$ cat src/rtl/ucc_pkg.sv
`default_nettype none

package ucc_pkg;

    localparam int NumStages = 7;

    localparam logic [25:0] DayRecip  = 26'd50903317;
    localparam logic [15:0] YearRecip = 16'd45934;
    localparam logic [12:0] HourRecip = 13'd4661;
    localparam logic [10:0] MinRecip  = 11'd1093;
    localparam logic [9:0]  CentRecip = 10'd656;

    localparam logic [15:0] LeapSkipDay = 16'd47541;
    localparam logic [9:0]  LeapsTo1969 = 10'd477;
    localparam logic [11:0] EpochYear   = 12'd1970;

    typedef enum logic {
        CMD_SEC_TO_CAL = 1'b0,
        CMD_CAL_TO_SEC = 1'b1
    } cmd_t;

    typedef struct packed {
        logic        command;
        logic [31:0] in_seconds;
        logic [11:0] in_year;
        logic [3:0]  in_month;
        logic [4:0]  in_day;
        logic [4:0]  in_hour;
        logic [5:0]  in_minute;
        logic [5:0]  in_second;
    } in_item_t;

    typedef struct packed {
        logic [31:0] out_seconds;
        logic [11:0] out_year;
        logic [3:0]  out_month;
        logic [4:0]  out_day;
        logic [4:0]  out_hour;
        logic [5:0]  out_minute;
        logic [5:0]  out_second;
    } out_item_t;

    typedef struct packed {
        logic        command;
        logic [31:0] ts;
        logic [15:0] days;
        logic [16:0] rem;
        logic [15:0] dshift;
        logic [5:0]  cyc;
        logic [10:0] r;
        logic [1:0]  yi;
        logic [4:0]  hour;
        logic [11:0] rem2;
        logic [5:0]  minute;
        logic [5:0]  second;
        logic [8:0]  doy;
        logic [11:0] year;
        logic        leapf;
        logic [3:0]  month;
        logic [11:0] y;
        logic [3:0]  mon;
        logic [4:0]  dd;
        logic [5:0]  q100a;
        logic [5:0]  q100b;
        logic [3:0]  q400b;
        logic [16:0] hms;
        logic [31:0] cdays;
        logic [31:0] secs;
        out_item_t   res;
    } pipe_t;

    function automatic logic [8:0] month_start(input logic [3:0] month, input logic leap);
        logic [8:0] base;
        case (month)
            4'd0, 4'd1: base = 9'd0;
            4'd2:       base = 9'd31;
            4'd3:       base = 9'd59;
            4'd4:       base = 9'd90;
            4'd5:       base = 9'd120;
            4'd6:       base = 9'd151;
            4'd7:       base = 9'd181;
            4'd8:       base = 9'd212;
            4'd9:       base = 9'd243;
            4'd10:      base = 9'd273;
            4'd11:      base = 9'd304;
            4'd12:      base = 9'd334;
            default:    base = 9'd365;
        endcase
        if (leap && month >= 4'd3 && month <= 4'd12) begin
            base = base + 9'd1;
        end
        return base;
    endfunction

endpackage

`default_nettype wire

$ cat src/rtl/unix_calendar_converter.sv
// Channel  | Ports                        | Payload
// s_       | s_valid, s_ready, s_data     | ucc_pkg::in_item_t, one request
// m_       | m_valid, m_ready, m_data     | ucc_pkg::out_item_t, one result
//
// Seven register stages, one transaction in per cycle while the output is not stalled.
// The depth is set by the reciprocal multiplies (day, 4-year cycle, hour, minute).
// aresetn (synchronous) clears the stage valid bits; payload is not reset.
// A stalled output holds the whole pipeline; nothing is dropped or repeated.
`default_nettype none

module unix_calendar_converter (
    input  wire                logic aclk,
    input  wire                logic aresetn,
    input  wire                logic s_valid,
    output                     logic s_ready,
    input  ucc_pkg::in_item_t        s_data,
    output                     logic m_valid,
    input  wire                logic m_ready,
    output ucc_pkg::out_item_t       m_data
);
    import ucc_pkg::*;

    pipe_t                 p_reg  [NumStages];
    pipe_t                 p_next [NumStages];
    logic [NumStages-1:0]  vld_reg;
    logic [NumStages-1:0]  vld_next;
    logic                  advance;

    assign advance = !vld_reg[NumStages-1] || m_ready;
    assign s_ready = advance;
    assign m_valid = vld_reg[NumStages-1];
    assign m_data  = p_reg[NumStages-1].res;
    assign vld_next = {vld_reg[NumStages-2:0], s_valid};

    always_comb begin
        logic [50:0] day_prod;
        logic [19:0] q100a_prod;
        logic [19:0] q100b_prod;
        logic [17:0] q400b_prod;
        logic [11:0] ym1;
        logic [32:0] day_sec;
        logic [9:0]  leaps;
        logic [19:0] year_days;
        logic        leap_y;
        logic [31:0] d_prod;
        logic [25:0] hour_prod;
        logic [20:0] min_prod;
        logic [3:0]  mcount;
        pipe_t       n;

        // stage 0: day count, century quotients, time of day
        n = '0;
        n.command = s_data.command;
        n.ts      = s_data.in_seconds;
        n.y       = s_data.in_year;
        n.mon     = s_data.in_month;
        n.dd      = s_data.in_day;
        day_prod  = 51'(s_data.in_seconds[31:7]) * 51'(DayRecip);
        n.days    = day_prod[50:35];
        ym1       = s_data.in_year - 12'd1;
        q100a_prod = 20'(s_data.in_year[11:2]) * 20'(CentRecip);
        q100b_prod = 20'(ym1[11:2]) * 20'(CentRecip);
        q400b_prod = 18'(ym1[11:4]) * 18'(CentRecip);
        n.q100a   = q100a_prod[19:14];
        n.q100b   = q100b_prod[19:14];
        n.q400b   = q400b_prod[17:14];
        n.hms     = 17'(s_data.in_hour) * 17'd3600 + 17'(s_data.in_minute) * 17'd60
                    + 17'(s_data.in_second);
        p_next[0] = n;

        // stage 1: second of day, shifted day count, calendar day total
        n = p_reg[0];
        day_sec  = 33'(n.days) * 33'd86400;
        n.rem    = n.ts[16:0] - day_sec[16:0];
        n.dshift = n.days + 16'd365 + 16'(n.days >= LeapSkipDay);
        leap_y   = (n.y[1:0] == 2'b00)
                   && ((12'(n.q100a) * 12'd100 != n.y) || (n.q100a[1:0] == 2'b00));
        ym1      = n.y - 12'd1;
        leaps    = 10'(ym1[11:2]) - 10'(n.q100b) + 10'(n.q400b);
        year_days = (n.y > EpochYear)
                    ? 20'(n.y - EpochYear) * 20'd365 + 20'(leaps) - 20'(LeapsTo1969)
                    : 20'd0;
        n.cdays  = 32'(year_days) + 32'(month_start(n.mon, 1'b0))
                   + 32'(n.mon > 4'd2 && leap_y) + 32'(n.dd) - 32'd1;
        p_next[1] = n;

        // stage 2: 4-year cycle, hour, calendar seconds
        n = p_reg[1];
        d_prod    = 32'(n.dshift) * 32'(YearRecip);
        n.cyc     = d_prod[31:26];
        hour_prod = 26'(n.rem[16:4]) * 26'(HourRecip);
        n.hour    = hour_prod[24:20];
        n.secs    = n.cdays * 32'd86400 + 32'(n.hms);
        p_next[2] = n;

        // stage 3: day within cycle, year within cycle, second of hour
        n = p_reg[2];
        n.r    = 11'(n.dshift - 16'(n.cyc) * 16'd1461);
        n.yi   = 2'(n.r >= 11'd365) + 2'(n.r >= 11'd730) + 2'(n.r >= 11'd1095);
        n.rem2 = 12'(n.rem - 17'(n.hour) * 17'd3600);
        p_next[3] = n;

        // stage 4: day of year, year, minute
        n = p_reg[3];
        n.doy    = 9'(n.r - 11'(n.yi) * 11'd365);
        n.year   = 12'(n.cyc) * 12'd4 + 12'(n.yi) + 12'd1969;
        n.leapf  = (n.yi == 2'd3);
        min_prod = 21'(n.rem2[11:2]) * 21'(MinRecip);
        n.minute = min_prod[19:14];
        p_next[4] = n;

        // stage 5: month, second
        n = p_reg[4];
        mcount = 4'd1;
        for (int i = 2; i <= 12; i++) begin
            if (n.doy >= month_start(4'(i), n.leapf)) begin
                mcount = 4'(i);
            end
        end
        n.month  = mcount;
        n.second = 6'(n.rem2 - 12'(n.minute) * 12'd60);
        p_next[5] = n;

        // stage 6: day of month, result select
        n = p_reg[5];
        n.res = '0;
        if (cmd_t'(n.command) == CMD_CAL_TO_SEC) begin
            n.res.out_seconds = n.secs;
        end else begin
            n.res.out_year   = n.year;
            n.res.out_month  = n.month;
            n.res.out_day    = 5'(n.doy - month_start(n.month, n.leapf) + 9'd1);
            n.res.out_hour   = n.hour;
            n.res.out_minute = n.minute;
            n.res.out_second = n.second;
        end
        p_next[6] = n;
    end

    always_ff @(posedge aclk) begin
        if (!aresetn) begin
            vld_reg <= '0;
        end else if (advance) begin
            vld_reg <= vld_next;
        end
    end

    always_ff @(posedge aclk) begin
        if (advance) begin
            p_reg <= p_next;
        end
    end

    a_reset_clears: assert property (@(posedge aclk) !aresetn |=> !m_valid)
        else $error("output valid after reset");

    a_enter: assert property (@(posedge aclk) disable iff (!aresetn)
        s_valid && s_ready |=> vld_reg[0])
        else $error("accepted transaction lost at first stage");

    a_cal_range: assert property (@(posedge aclk) disable iff (!aresetn)
        m_valid && (p_reg[NumStages-1].command == CMD_SEC_TO_CAL) |->
            m_data.out_month >= 4'd1 && m_data.out_month <= 4'd12 && m_data.out_day >= 5'd1
            && m_data.out_hour < 5'd24 && m_data.out_minute < 6'd60
            && m_data.out_second < 6'd60 && m_data.out_seconds == 32'd0)
        else $error("calendar result out of range");

    a_sec_zero: assert property (@(posedge aclk) disable iff (!aresetn)
        m_valid && (p_reg[NumStages-1].command == CMD_CAL_TO_SEC) |->
            m_data.out_year == 12'd0 && m_data.out_month == 4'd0 && m_data.out_day == 5'd0
            && m_data.out_hour == 5'd0 && m_data.out_minute == 6'd0
            && m_data.out_second == 6'd0)
        else $error("calendar fields not cleared for seconds result");

endmodule

`default_nettype wire
$ cat config.mk
export PLATFORM = sky130hd
export DESIGN_NAME = unix_calendar_converter
export DESIGN_NICKNAME = d
export VERILOG_FILES = /design/src/rtl/ucc_pkg.sv /design/src/rtl/unix_calendar_converter.sv
export SDC_FILE = /design/constraint.sdc
export NUM_CORES = 2
export LEC_CHECK = 0
export BUFFER_PORTS_ARGS = -buffer_cell sky130_fd_sc_hd__clkbuf_2
export CAP_MARGIN = 20
export CORE_UTILIZATION = 40
export DETAILED_ROUTE_END_ITERATION = 10
export PLACE_DENSITY = 0.61
export SETUP_SLACK_MARGIN = 0.05
export SKIP_LAST_GASP = 1
export SLEW_MARGIN = 40
export SYNTH_ARGS = -nofsm -noshare
export SYNTH_HDL_FRONTEND = slang
export SYNTH_SLANG_ARGS = --single-unit
$ cat constraint.sdc
create_clock -name aclk -period 30 [get_ports aclk]
set_clock_uncertainty 0.1 [all_clocks]
set_input_delay 3 -clock aclk [delete_from_list [all_inputs] [get_ports aclk]]
set_output_delay 3 -clock aclk [all_outputs]
set_load 0.03 [all_outputs]
==> impl_metrics.py <==
metrics = {
    "run_status": {
        "outcome": "completed",
    },
    "route": {
        "drc_errors": 0,
        "drt_iter0_drc": 1479,
        "wire_per_inst_um": 15.0,
        "ant_nets": 0,
        "vias": 29900,
        "first_pass_iters": 5,
        "finalWirelength_um": 94700,
        "viasPerCell": 4.73,
    },
    "clock_network": {
        "cts_buffers": 60,
        "postCtsResizedCells": 0,
        "htree_levels": 2,
        "clock-sinks": 527,
        "post_cts_buffers": 0,
        "clk_latency_ps": 680,
        "clkTransAtPathRegs_ps": 60,
        "clock-root-buffer": "clkbuf_16",
        "hold_buffers": 0,
        "cts_tree": "built",
        "cts_buffer_depth": 3,
    },
    "synth": {
        "synth_fp_nets": 6015,
        "ys_ff_latch": 527,
        "synth_edf_count": 511,
        "syn_area_um2": 51000,
        "synth-main-ff-cell": "edfxtp_1",
        "yosysWarnings": 0,
        "ys_seq_area_frac": 0.307,
        "ys_types": 83,
        "synthArstFlopShare": 0,
        "syn-mean-instance-area_um2": 11.5,
        "syn-instance-count": 4439,
    },
    "worst_setup_path": {
        "cp_common_cell": "ha_1",
        "slowest_stage": "edfxtp_1",
        "cp-end-kind": "flip-flop",
        "critPathMaxFanout": 6,
        "worstSetupStartpointType": "flip-flop",
        "critical_path_class": "flip-flop to flip-flop",
        "crit_required_ps": 30280,
        "crit_arrival_ps": 9770,
        "max_stage_delay_ps": 530,
    },
    "sta": {
        "setup_viol": 0,
        "fmax_ghz": 0.105,
        "rsz0062_at_grt": "no",
        "worst_pin_slew_ps": 755,
        "period_share": 0.316,
        "setup_ws_ps": 20510,
        "period_needed_ps": 9490,
        "hold_violations": 0,
        "max_slew_margin": 0.482,
        "fin_tns_setup_ps": 0,
        "final_max_slew_viol_count": 0,
    },
    "place": {
        "pre_cts_ws_ps": 20300,
        "place_inst": 6211,
        "hpwl_um": 77800,
        "io_buffers": 146,
        "place.gp.congestion": 0.874,
    },
    "floorplan": {
        "core_area_um2": 126000,
        "die_h_um": 359,
        "initial_utilization": 0.405,
        "ios": 147,
        "rows": 130,
        "dieArea_um2": 129000,
        "die_w_um": 359,
    },
    "final_layout": {
        "final_cells": 6322,
        "nNetsFinal": 6200,
        "insertedDiodeCount": 0,
        "area_delta_synth_final_pct": 9.47,
        "largest_reg_flops": 441,
        "drive_above_1_share": 0.0619,
        "final_util": 0.443,
    },
    "grt": {
        "grt_pass1_vias": 31100,
        "grt_usage": 0.151,
        "grt_max_degree": 112,
        "antenna_found_initial": 9,
        "grt_pass1_wl_um": 158000,
        "grt-ovfl-total": 0,
    },
    "worst_hold_path": {
        "worstHoldPathType": "flip-flop to flip-flop",
    },
    "run": {
        "max-cap-violations": 0,
    },
}
## final timing paths
| kind | start | slack [ps] | to | cells past startpoint |
|---|---|---|---|---|
| worst max-delay path | p_next[1897]$_DFFE_PN_ | 20510 | p_next[1498]$_DFFE_PN_ | 36 |
| worst min-delay path | p_next[1861]$_DFFE_PN_ | 290 | p_next[1517]$_DFFE_PN_ | 0 |
| worst max register to register | p_next[1897]$_DFFE_PN_ | 20510 | p_next[1498]$_DFFE_PN_ | 36 |
| worst min register to register | p_next[1861]$_DFFE_PN_ | 290 | p_next[1517]$_DFFE_PN_ | 0 |
## kinds of logic after synthesis
| family | after synthesis | synth area share |
|---|---|---|
| AOI/OAI and AO/OA | 512 | 0.0663 |
| DFF | 527 | 0.307 |
| adders and majority gates | 1501 | 0.440 |
| buffers and inverters | 1074 | 0.0791 |
| muxes | 13 | 0.00284 |
| xor gates and xnor gates | 298 | 0.0515 |
| and+or+nand+nor | 514 | 0.0529 |
## cells in the mapped netlist, types with 5 or more instances
| cell type | count | share of area |
|---|---|---|
| xor2_1 | 85 | 0.015 |
| nand2_1 | 119 | 0.0088 |
| o31ai_1 | 12 | 0.0018 |
| a211o_1 | 7 | 0.0012 |
| nand2b_1 | 24 | 0.0029 |
| a31oi_1 | 21 | 0.0026 |
| edfxtp_1 | 511 | 0.30 |
| nand3_1 | 39 | 0.0038 |
| fa_1 | 493 | 0.19 |
| or2_2 | 6 | 0.00074 |
| o21ai_0 | 72 | 0.0071 |
| o211ai_1 | 17 | 0.0025 |
| ha_1 | 1008 | 0.25 |
| inv_1 | 1041 | 0.077 |
| clkbuf_1 | 31 | 0.0023 |
| a21boi_0 | 19 | 0.0028 |
| or4_1 | 5 | 0.00074 |
| and2_1 | 43 | 0.0053 |
| o21bai_1 | 33 | 0.0049 |
| a21o_1 | 82 | 0.012 |
| nand4_1 | 21 | 0.0026 |
| nor3_1 | 28 | 0.0027 |
| and3_1 | 10 | 0.0012 |
| a21oi_1 | 155 | 0.015 |
| o21a_1 | 20 | 0.0029 |
| nand3b_1 | 5 | 0.00074 |
| o22ai_1 | 5 | 0.00061 |
| a41oi_1 | 6 | 0.0010 |
| dfxtp_1 | 16 | 0.0063 |
| nor2_1 | 102 | 0.0075 |
| nor4_1 | 8 | 0.00098 |
| xnor2_1 | 212 | 0.036 |
| or3_1 | 13 | 0.0016 |
| nor2b_1 | 62 | 0.0076 |
| mux2i_1 | 10 | 0.0020 |
| a31o_2 | 6 | 0.0010 |
| a211oi_1 | 11 | 0.0016 |
| nor3b_1 | 6 | 0.00088 |
## area by class of cell
| type | instances | area (µm²) |
|---|---|---|
| Timing Repair Buffer | 156 | 850 |
| Multi-Input combinational cell | 2838 | 31400 |
| Clock buffer | 71 | 1540 |
| Inverter | 1041 | 3920 |
| Tap cell | 1650 | 2060 |
| Sequential cell | 527 | 15700 |
| Fill cell | 11800 | 70200 |
| Clock inverter | 39 | 484 |
## metrics by stage
stage          area [µm²]  hold slack [ps]
6_report            55900              293
5_1_grt             55900              289
4_1_cts             55900              281
3_5_place_dp        53800              305
3_3_place_gp        53800              301
2_1_floorplan       51000              300
## layout by cell type (no fill, tap or decap), types with 13 or more instances in the layout
cell,instances
fa_1,493
a21boi_0,19
xnor2_1,212
nand2_1,119
inv_1,1040
a21o_1,82
xor2_1,85
o21a_1,20
nor2_1,102
or3_1,13
o21bai_1,33
a21oi_1,154
edfxtp_1,511
clkbuf_2,146
and2_1,43
dfxtp_1,16
nor3_1,28
o211ai_1,17
ha_1,1008
a31oi_1,21
nand2b_1,24
o21ai_0,72
clkbuf_16,60
nor2b_1,62
nand4_1,21
nand3_1,39
## metal layers
layer  share of wire  GRT usage  vias up
li1                -          -    15100
met1            0.50      0.213    14200
met2            0.44      0.240      429
met3           0.040     0.0240      133
met4           0.021     0.0364        8
met5         0.00052          0        -
## worst max-delay path: cells and delay by family, from the launching register on
| family | cells | cell delay (ps) |
|---|---|---|
| buf+inv | 4 | 400 |
| xor+xnor | 4 | 570 |
| fa+ha+maj | 10 | 3860 |
| flops | 1 | 530 |
| simple gates | 5 | 820 |
| compound gates | 13 | 2940 |
Power is left out: the tool's default activity adds up to more than one toggle a clock period on the data nets, which glitch-free logic cannot reach.
